`src/hdl/mrts_pkg.sv`:
```
// mrts_pkg: shared types and constants for the multi-rate tick task scheduler
// no dependencies
package mrts_pkg;
  localparam int MAX_TASKS = 8;
  localparam int SW = $clog2(MAX_TASKS);
  localparam int CW = $clog2(MAX_TASKS + 1);
  localparam logic [20:0] BASE_CLOCK = 21'd1193182;
  localparam logic [16:0] PERIOD_CAP = 17'h10000;

  localparam logic [2:0] MODE_TICK   = 3'd0;
  localparam logic [2:0] MODE_ADD    = 3'd1;
  localparam logic [2:0] MODE_REMOVE = 3'd2;
  localparam logic [2:0] MODE_START  = 3'd3;
  localparam logic [2:0] MODE_RATE   = 3'd4;
  localparam logic [2:0] MODE_CLEAR  = 3'd5;

  localparam logic [1:0] KIND_FIRE = 2'd0;
  localparam logic [1:0] KIND_TICK = 2'd1;
  localparam logic [1:0] KIND_ACK  = 2'd2;

  localparam logic [1:0] ST_OK   = 2'd0;
  localparam logic [1:0] ST_FULL = 2'd1;
  localparam logic [1:0] ST_FREE = 2'd2;

  typedef struct packed {
    logic [2:0]  mode;
    logic [2:0]  slot;
    logic [20:0] tick_base;
    logic [7:0]  priority_req;
    logic [15:0] task_id;
  } req_t;

  typedef struct packed {
    logic [1:0]  kind;
    logic [2:0]  slot_out;
    logic [15:0] tag_out;
    logic [16:0] service_period;
    logic        legacy_tick;
    logic [1:0]  status;
    logic        last;
  } rsp_t;
endpackage

```
`src/hdl/mrts_if.sv`:
```
// mrts_if: valid/ready channel carrying one payload
// depends on mrts_pkg
interface mrts_req_if import mrts_pkg::*; ();
  logic valid;
  logic ready;
  req_t data;
  modport source (output valid, output data, input ready);
  modport sink (input valid, input data, output ready);
endinterface

interface mrts_rsp_if import mrts_pkg::*; ();
  logic valid;
  logic ready;
  rsp_t data;
  modport source (output valid, output data, input ready);
  modport sink (input valid, input data, output ready);
endinterface

```
`src/hdl/mrts_div.sv`:
```
// mrts_div: restoring divider, one quotient bit per cycle, base clock by rate
// depends on mrts_pkg
module mrts_div import mrts_pkg::*; (
  input  logic        clk,
  input  logic        rst_n,
  input  logic        start,
  input  logic [20:0] rate,
  output logic        done,
  output logic [20:0] quot
);
  logic [20:0] q_r, q_nxt, d_r, d_nxt;
  logic [21:0] rem_r, rem_nxt, trial;
  logic [4:0]  cnt_r, cnt_nxt;
  logic        busy_r, busy_nxt, done_r, done_nxt;

  assign trial = {rem_r[20:0], q_r[20]} - {1'b0, d_r};

  always_comb begin
    q_nxt = q_r; d_nxt = d_r; rem_nxt = rem_r; cnt_nxt = cnt_r;
    busy_nxt = busy_r; done_nxt = 1'b0;
    if (start) begin
      q_nxt = BASE_CLOCK;
      d_nxt = (rate == 21'd0) ? 21'd1 : (rate > BASE_CLOCK) ? BASE_CLOCK : rate;
      rem_nxt = '0; cnt_nxt = 5'd21; busy_nxt = 1'b1;
    end else if (busy_r) begin
      if (!trial[21]) begin
        rem_nxt = trial;
        q_nxt = {q_r[19:0], 1'b1};
      end else begin
        rem_nxt = {rem_r[20:0], q_r[20]};
        q_nxt = {q_r[19:0], 1'b0};
      end
      cnt_nxt = cnt_r - 5'd1;
      if (cnt_r == 5'd1) begin
        busy_nxt = 1'b0; done_nxt = 1'b1;
      end
    end
  end

  always_ff @(posedge clk) begin
    if (!rst_n) begin
      busy_r <= 1'b0; done_r <= 1'b0; cnt_r <= '0;
    end else begin
      busy_r <= busy_nxt; done_r <= done_nxt; cnt_r <= cnt_nxt;
    end
    q_r <= q_nxt; d_r <= d_nxt; rem_r <= rem_nxt;
  end

  assign done = done_r;
  assign quot = q_r;
endmodule

```
`src/hdl/multi_rate_tick_task_scheduler.sv`:
```
// multi_rate_tick_task_scheduler: top level with task table memory and sequencer
// depends on mrts_pkg, mrts_if, mrts_div
//
// usage: one request enters on the in_ channel, results leave on out_,
// both valid/ready. a tick gives one fired result per active task that
// reaches its period, in priority order, then a tick-finished result with
// last set. every other mode gives a single acknowledge.
// one request is worked at a time; in_ is ready only when idle with the
// result register empty. the task table memory has one registered read
// port. a tick walks the table slot by slot, reading each entry and then
// updating it if active, and waits whenever the result register is full.
// a remove rescans the remaining entries for the new service period. an
// add runs the divider (21 divider steps); a rate change runs it, then
// rewrites the entry and rescans. other and refused requests go straight to the ack.
// at reset the table is empty and the service period is 65536; the
// table contents need no clearing since only slots in use are read.
// a stalled receiver holds the result register; the walk waits on it.
module multi_rate_tick_task_scheduler import mrts_pkg::*; (
  input logic clk,
  input logic rst_n,
  mrts_req_if.sink   in_req,
  mrts_rsp_if.source out_rsp
);
  localparam logic [3:0] S_IDLE = 4'd0, S_DIV = 4'd1, S_INS = 4'd2,
    S_RD = 4'd3, S_EX = 4'd4, S_TEND = 4'd5, S_ACK = 4'd6, S_OUT = 4'd7,
    S_SCAN = 4'd8;

  typedef struct packed {
    logic [20:0] period;
    logic [21:0] accum;
    logic [15:0] tag;
  } ent_t;

  ent_t mem [MAX_TASKS];
  ent_t rd_r;
  logic [SW-1:0] rd_addr;
  logic          we;
  logic [SW-1:0] wa;
  ent_t          wd;

  always_ff @(posedge clk) begin
    if (we) mem[wa] <= wd;
    rd_r <= mem[rd_addr];
  end

  logic [MAX_TASKS-1:0] used_r, active_r;
  logic [7:0]    prio_r [MAX_TASKS];
  logic [SW-1:0] ord_r [MAX_TASKS];
  logic [CW-1:0] cnt_r, idx_r;
  logic [16:0]   cur_r, best_r;
  logic [15:0]   leg_r;
  logic [3:0]    st_r;
  req_t          q_r;
  rsp_t          o_r;
  logic          ov_r;
  logic [SW-1:0] free_s;
  logic          has_free;
  logic          dstart, ddone;
  logic [20:0]   dq;
  logic [21:0]   acc_sum;
  logic [16:0]   leg_sum;
  logic          wa_ok_r, ok_r;
  logic          go, fire, mem_we, ov_load;

  mrts_div u_div (.clk, .rst_n, .start(dstart), .rate(in_req.data.tick_base),
    .done(ddone), .quot(dq));

  always_comb begin
    free_s = '0; has_free = 1'b0;
    for (int i = MAX_TASKS - 1; i >= 0; i--)
      if (!used_r[i]) begin free_s = SW'(i); has_free = 1'b1; end
  end

  assign rd_addr = (st_r == S_DIV) ? q_r.slot[SW-1:0] : ord_r[idx_r[SW-1:0]];
  assign acc_sum = rd_r.accum + {5'd0, cur_r};
  assign leg_sum = {1'b0, leg_r} + cur_r;
  assign in_req.ready = (st_r == S_IDLE) && !ov_r;
  assign out_rsp.valid = ov_r;
  assign out_rsp.data = o_r;
  assign dstart = (st_r == S_IDLE) && in_req.valid && !ov_r &&
                  (in_req.data.mode == MODE_ADD || in_req.data.mode == MODE_RATE);
  assign go = !ov_r || out_rsp.ready;
  assign fire = active_r[rd_addr] && (acc_sum >= {1'b0, rd_r.period});
  assign mem_we = (st_r == S_DIV && ddone) || (st_r == S_EX && go && active_r[rd_addr]);
  assign ov_load = go && ((st_r == S_EX && fire) || st_r == S_TEND || st_r == S_ACK);

  function automatic rsp_t mk(logic [1:0] k, logic [2:0] s, logic [15:0] t,
      logic [16:0] p, logic l, logic [1:0] stt, logic la);
    rsp_t r;
    r.kind = k; r.slot_out = s; r.tag_out = t; r.service_period = p;
    r.legacy_tick = l; r.status = stt; r.last = la;
    return r;
  endfunction

  always_ff @(posedge clk) begin
    if (!rst_n) begin
      st_r <= S_IDLE; ov_r <= 1'b0; used_r <= '0; active_r <= '0;
      cnt_r <= '0; cur_r <= PERIOD_CAP; leg_r <= '0; idx_r <= '0; we <= 1'b0;
    end else begin
      we <= mem_we;
      if (ov_load) ov_r <= 1'b1;
      else if (ov_r && out_rsp.ready) ov_r <= 1'b0;
      unique case (st_r)
        S_IDLE: if (in_req.valid && !ov_r) begin
          q_r <= in_req.data; idx_r <= '0; best_r <= PERIOD_CAP;
          case (in_req.data.mode) inside
            MODE_TICK: st_r <= S_RD;
            MODE_ADD: st_r <= (cnt_r >= CW'(MAX_TASKS) || !has_free) ? S_ACK : S_DIV;
            MODE_REMOVE, MODE_RATE:
              if (!used_r[in_req.data.slot[SW-1:0]] ||
                  32'(in_req.data.slot) >= MAX_TASKS) st_r <= S_ACK;
              else if (in_req.data.mode == MODE_RATE) st_r <= S_DIV;
              else begin
                for (int i = 0; i < MAX_TASKS; i++) begin
                  logic hit;
                  hit = 1'b0;
                  for (int j = 0; j <= i; j++)
                    if (CW'(j) < cnt_r && ord_r[j] == in_req.data.slot[SW-1:0]) hit = 1'b1;
                  if (hit && i + 1 < MAX_TASKS) ord_r[i] <= ord_r[(i + 1) % MAX_TASKS];
                end
                cnt_r <= cnt_r - CW'(1);
                used_r[in_req.data.slot[SW-1:0]] <= 1'b0;
                active_r[in_req.data.slot[SW-1:0]] <= 1'b0;
                st_r <= S_SCAN;
              end
            MODE_START: begin active_r <= used_r; st_r <= S_ACK; end
            MODE_CLEAR: begin
              used_r <= '0; active_r <= '0; cnt_r <= '0; cur_r <= PERIOD_CAP;
              leg_r <= '0; st_r <= S_ACK;
            end
            default: st_r <= S_ACK;
          endcase
        end
        S_DIV: if (ddone) begin
          if (q_r.mode == MODE_ADD) begin
            wa <= free_s;
            wd <= '{period: dq, accum: '0, tag: q_r.task_id};
            used_r[free_s] <= 1'b1; active_r[free_s] <= 1'b0;
            prio_r[free_s] <= q_r.priority_req;
            if (dq < {4'd0, cur_r}) cur_r <= dq[16:0];
            for (int i = 0; i < MAX_TASKS; i++) begin
              logic before_ok, prev_ok;
              before_ok = CW'(i) < cnt_r && prio_r[ord_r[i]] < q_r.priority_req;
              prev_ok = 1'b1;
              for (int j = 0; j < i; j++)
                if (!(CW'(j) < cnt_r && prio_r[ord_r[j]] < q_r.priority_req)) prev_ok = 1'b0;
              if (!(before_ok && prev_ok)) begin
                if (prev_ok) ord_r[i] <= free_s;
                else if (i > 0) ord_r[i] <= ord_r[(i + MAX_TASKS - 1) % MAX_TASKS];
              end
            end
            cnt_r <= cnt_r + CW'(1);
            st_r <= S_ACK;
          end else begin
            wa <= q_r.slot[SW-1:0];
            wd <= '{period: dq, accum: rd_r.accum, tag: rd_r.tag};
            st_r <= S_INS;
          end
        end
        S_INS: st_r <= S_SCAN;
        S_SCAN: begin
          if (idx_r >= cnt_r) begin
            cur_r <= best_r; st_r <= S_ACK;
          end else st_r <= S_OUT;
        end
        S_OUT: begin
          if ({4'd0, best_r} > rd_r.period) best_r <= rd_r.period[16:0];
          idx_r <= idx_r + CW'(1); st_r <= S_SCAN;
        end
        S_RD: begin
          if (idx_r >= cnt_r) st_r <= S_TEND;
          else st_r <= S_EX;
        end
        S_EX: if (go) begin
          if (active_r[rd_addr]) begin
            wa <= rd_addr;
            if (fire) begin
              wd <= '{period: rd_r.period, accum: acc_sum - {1'b0, rd_r.period},
                      tag: rd_r.tag};
              o_r <= mk(KIND_FIRE, 3'(rd_addr), rd_r.tag, cur_r, 1'b0, ST_OK, 1'b0);
            end else wd <= '{period: rd_r.period, accum: acc_sum, tag: rd_r.tag};
          end
          idx_r <= idx_r + CW'(1); st_r <= S_RD;
        end
        S_TEND: if (go) begin
          leg_r <= leg_sum[15:0];
          o_r <= mk(KIND_TICK, 3'd0, 16'd0, cur_r, leg_sum[16], ST_OK, 1'b1);
          st_r <= S_IDLE;
        end
        S_ACK: if (go) begin
          if (q_r.mode == MODE_ADD && wa_ok_r)
            o_r <= mk(KIND_ACK, 3'(wa), q_r.task_id, cur_r, 1'b0, ST_OK, 1'b1);
          else if (q_r.mode == MODE_ADD)
            o_r <= mk(KIND_ACK, 3'd0, 16'd0, cur_r, 1'b0, ST_FULL, 1'b1);
          else if ((q_r.mode == MODE_REMOVE || q_r.mode == MODE_RATE) && !ok_r)
            o_r <= mk(KIND_ACK, 3'd0, 16'd0, cur_r, 1'b0, ST_FREE, 1'b1);
          else o_r <= mk(KIND_ACK, 3'd0, 16'd0, cur_r, 1'b0, ST_OK, 1'b1);
          st_r <= S_IDLE;
        end
        default: st_r <= S_IDLE;
      endcase
    end
  end

  always_ff @(posedge clk) begin
    if (!rst_n) begin
      wa_ok_r <= 1'b0; ok_r <= 1'b0;
    end else if (st_r == S_IDLE && in_req.valid && !ov_r) begin
      wa_ok_r <= 1'b0;
      ok_r <= used_r[in_req.data.slot[SW-1:0]] && 32'(in_req.data.slot) < MAX_TASKS;
    end else if (st_r == S_DIV && ddone && q_r.mode == MODE_ADD) begin
      wa_ok_r <= 1'b1;
    end
  end
endmodule
```
`src/flat_wrapper.sv`:
```
// flat-port wrapper written by rule: the top's interface ports become plain ports
module multi_rate_tick_task_scheduler_flat import mrts_pkg::*;
  (clk, rst_n, in_req_valid, in_req_data, in_req_ready, out_rsp_valid, out_rsp_data, out_rsp_ready);
  mrts_req_if in_req_i ();
  mrts_rsp_if out_rsp_i ();
  input logic clk;
  input logic rst_n;
  input wire logic [$bits(in_req_i.valid)-1:0] in_req_valid;
  input wire logic [$bits(in_req_i.data)-1:0] in_req_data;
  output wire logic [$bits(in_req_i.ready)-1:0] in_req_ready;
  output wire logic [$bits(out_rsp_i.valid)-1:0] out_rsp_valid;
  output wire logic [$bits(out_rsp_i.data)-1:0] out_rsp_data;
  input wire logic [$bits(out_rsp_i.ready)-1:0] out_rsp_ready;
  assign in_req_i.valid = in_req_valid;
  assign in_req_i.data = in_req_data;
  assign in_req_ready = in_req_i.ready;
  assign out_rsp_valid = out_rsp_i.valid;
  assign out_rsp_data = out_rsp_i.data;
  assign out_rsp_i.ready = out_rsp_ready;
  multi_rate_tick_task_scheduler u_core (.clk(clk), .rst_n(rst_n), .in_req(in_req_i), .out_rsp(out_rsp_i));
endmodule
```
`config.mk`:
```
export PLATFORM = sky130hd
export DESIGN_NAME = multi_rate_tick_task_scheduler_flat
export DESIGN_NICKNAME = d
export VERILOG_FILES = /design/src/hdl/mrts_pkg.sv /design/src/hdl/mrts_if.sv /design/src/hdl/mrts_div.sv /design/src/hdl/multi_rate_tick_task_scheduler.sv /design/src/flat_wrapper.sv
export SDC_FILE = /design/constraint.sdc
export NUM_CORES = 2
export LEC_CHECK = 0
export BUFFER_PORTS_ARGS = -buffer_cell sky130_fd_sc_hd__buf_2
export CAP_MARGIN = 5
export CORE_ASPECT_RATIO = 0.8
export CORE_UTILIZATION = 40
export DETAILED_ROUTE_END_ITERATION = 6
export PLACE_DENSITY = 0.53
export SLEW_MARGIN = 20
export SYNTH_ARGS = -nofsm -noshare
export SYNTH_HDL_FRONTEND = slang
export SYNTH_SLANG_ARGS = --single-unit
```
`constraint.sdc`:
```
create_clock -name clk -period 7.7 [get_ports clk]
set_clock_uncertainty 0.1 [all_clocks]
set_input_delay 1.54 -clock clk [delete_from_list [all_inputs] [get_ports clk]]
set_output_delay 1.54 -clock clk [all_outputs]
set_load 0.005 [all_outputs]
```
==> impl_metrics.csv <==
group,metric,value,unit
global_route,grt_antenna_before_repair,5,
setup_path,r2r_start,"u_core.cur_r[0]",
worst_hold_path,min-delay-start,"u_core.wa_ok_r",
routing,drtPass1Iterations,5,
cts,postCtsHoldBufs,0,
worst_hold_path,hold_path_depth,2,
synthesis,synth_cells,3185,
synthesis,postSynthAreaPerCell,14.00,um2
synthesis,synth_commonest_cells,"edfxtp_1, mux4_2, nand2_1",
setup_path,max_stage_delay,0.62,ns
layout,fillers,9723,
floorplan,start_util,40.37,%
layout,area_growth,12.32,%
setup_path,cp_slowest_cell,"o311ai_0",
job,drv_cap,0,
cts,cts_tree,"done",
synthesis,synth_top_area_share,49.29,%
timing,setup_viol,0,
setup_path,path_cells,"ha_1 > fa_1 > a211oi_1 > o21ai_0 > o211ai_1 > a31oi_1 > o211a_1 > o311ai_0 > xnor2_1 > ha_1 > nor3_1 > nor2_1 > o21ai_0 > a21boi_1 > o31ai_4 > o21ai_0 > and3_2 > buf_4",
timing,final.min_clock_period,5.930,ns
synthesis,async_flop_share,0,%
setup_path,crit_type,"register to register",
routing,drcViolationCount,0,
synthesis,post-synth-top-count-cell,"edfxtp_1",
cts,root_buffer,"clkbuf_16",
floorplan,core,110500,um2
routing,drt-vias-per-instance,5.923,
synthesis,synth_top_flop_cell,"edfxtp_1",
cts,clkSinkCount,908,
timing,fmax,168.6,MHz
run_status,status,"completed",
layout,drive_gt1_share,22.39,%
synthesis,synth_fp_nets,3418,
cts,cts_buffer_depth,3,
synthesis,synth_edf_count,732,
timing,rsz0062_at_grt,"false",
synthesis,ys_seq_area_share,57.19,%
global_route,grt_pass1_vias,28360,
setup_path,worstReg2RegEnd,"u_core.out_rsp.data[19]",
routing,drt_iter0_drc,2700,
setup_path,worstPathArrival,6.21,ns
worst_hold_path,min_path_type,"register to register",
timing,tightest_slew,1.088,ns
routing,wire_per_inst,25.72,um
setup_path,critPathLaunchType,"register",
floorplan,io_pins,99,
floorplan,dieArea,112800,um2
setup_path,r2r_cells,18,
global_route,gr-total-overflow,0,
cts,clkSlewWorstSetupHoldPaths,0.06,ns
floorplan,die_h,300.6,um
layout,post-route-cell-area,50090,um2
global_route,grt_usage,21.85,%
synthesis,synth_cell_type_count,84,
power,ir_worst_vdd,0.0002027,V
timing,tns,0,ns
timing,finalHoldViolCount,0,
power,power_density,314.7,nW/um2
timing,whs,0.3638,ns
routing,routed_wl,123700,um
synthesis,yosys.area.top_type,"edfxtp_1",
setup_path,worstSetupEndpointType,"register",
cts,post_cts_buffers,0,
routing,drtAntennaViolNets,0,
layout,seq_area,25510,um2
timing,worst_slack,1.770,ns
power,p_leak,0.01763,uW
setup_path,path_max_fanout,19,
layout,multiInputGateArea,18200,um2
synthesis,netlist_area,44600,um2
setup_path,worstPathRequired,7.98,ns
cts,htreeDepth,3,
placement,place_area,46970,um2
worst_hold_path,whs_endpoint,"u_core.wa_ok_r",
synthesis,yosys_warnings,0,
floorplan,die_w,375.3,um
setup_path,cp_top_family,"compound AO/OA/AOI/OAI gates",
global_route,grt_pass1_wl,184500,um
placement,io_buffers,98,
setup_path,crit_top_cell,"o21ai_0",
timing,slew_violations,0,
placement,place_ws,1.867,ns
timing,fin_crit_sh,77.02,%
cts,clock_latency,0.71,ns
placement,gp_congestion,0.8994,
floorplan,fp-row-count,109,
synthesis,synth-seq-cells,908,
routing,vias,28490,
cts,cts_resized,0,
setup_path,critical_path_buf_inv_count,1,
cts,numCtsBuffers,93,
synthesis,synthTopCellsByArea,"edfxtp_1, mux4_2, dfxtp_1",
setup_path,reg2reg_slack,1.77,ns
placement,dp.final_hpwl,79270,um
global_route,grt_max_degree,65,
timing,max_slew_margin,27.48,%
layout,nNetsFinal,3517,
## area by class of cell
type	count	share of cell area, %
sequential	908	50.92
multi-input combinational	1995	36.33
clock buffer	125	5.228
tap	1443	3.605
timing repair buffer	169	2.051
clock inverter	49	0.9742
inverter	117	0.8768
antenna	3	0.01499
## placed cells by master, fill, tap and decap left out, drive strengths merged, types with 128 or more instances in the layout
cell type	count
ha	174
mux2	128
o21ai	157
mux4	254
nor2	165
nand2	241
a21oi	140
dfxtp	176
edfxtp	732
buf	169
## registers in the layout, indices dropped and copies added, names as in the netlist, 17 cells and up, named ones only
register,flops
u_core.u_div.d_r,21
u_core.q_r,30
u_core.wd,59
u_core.ord_r,24
u_core.rd_r,59
u_core.out_rsp.data,42
u_core.u_div.quot,21
u_core.u_div.rem_r,21
u_core.prio_r,64
u_core.cur_r,17
u_core.mem,472
u_core.best_r,17
## through the flow
stage	total power, uW	cells	util [%]
after global placement	11200	4632	42.52
final	15760	4809	45.34
after CTS	15860	4806	45.33
after global routing	16590	4806	45.33
after floorplan	9792	3185	-
after detailed placement	11250	4632	42.52
## power by group
group | total [uW] | switching (uW) | internal, uW
sequential | 6130 | 385 | 5740
combinational | 5060 | 2910 | 2150
clock | 4570 | 1990 | 2580
## metal layers
metal	GRT usage (%)	wire, um
met1	31.64	57130
met2	33.75	55720
met4	5.773	2862
met3	4.118	7929
met5	0	28
## kinds of logic after synthesis
group / after synthesis / synth area share (%)
fa+ha+maj: 178 / 5.061
compound gates: 585 / 8.512
simple gates: 678 / 7.098
buf+inv: 282 / 2.452
flops: 908 / 57.19
xor+xnor: 94 / 1.846
mux: 460 / 17.84
## how the worst max path moves through the flow
stage,from,endpoint,depth (start not counted)
final,u_core.cur_r[0],u_core.out_rsp.data[19],18
after global routing,u_core.cur_r[0],u_core.out_rsp.data[40],18
after CTS,u_core.cur_r[0],u_core.out_rsp.data[40],18
after detailed placement,u_core.cur_r[0],u_core.out_rsp.data[6],18
after global placement,u_core.cur_r[0],u_core.out_rsp.data[17],18
after floorplan,rst_n,u_core.wa[0],5
## tightest hold or removal path: cells and delay by family (launching register included)
| family | cells | cell delay (ns) |
|---|---|---|
| flip-flops | 1 | 0.31 |
| buffers and inverters | 1 | 0.06 |
| AO/OA/AOI/OAI | 1 | 0.05 |
(Power assumes the default switching activity.)
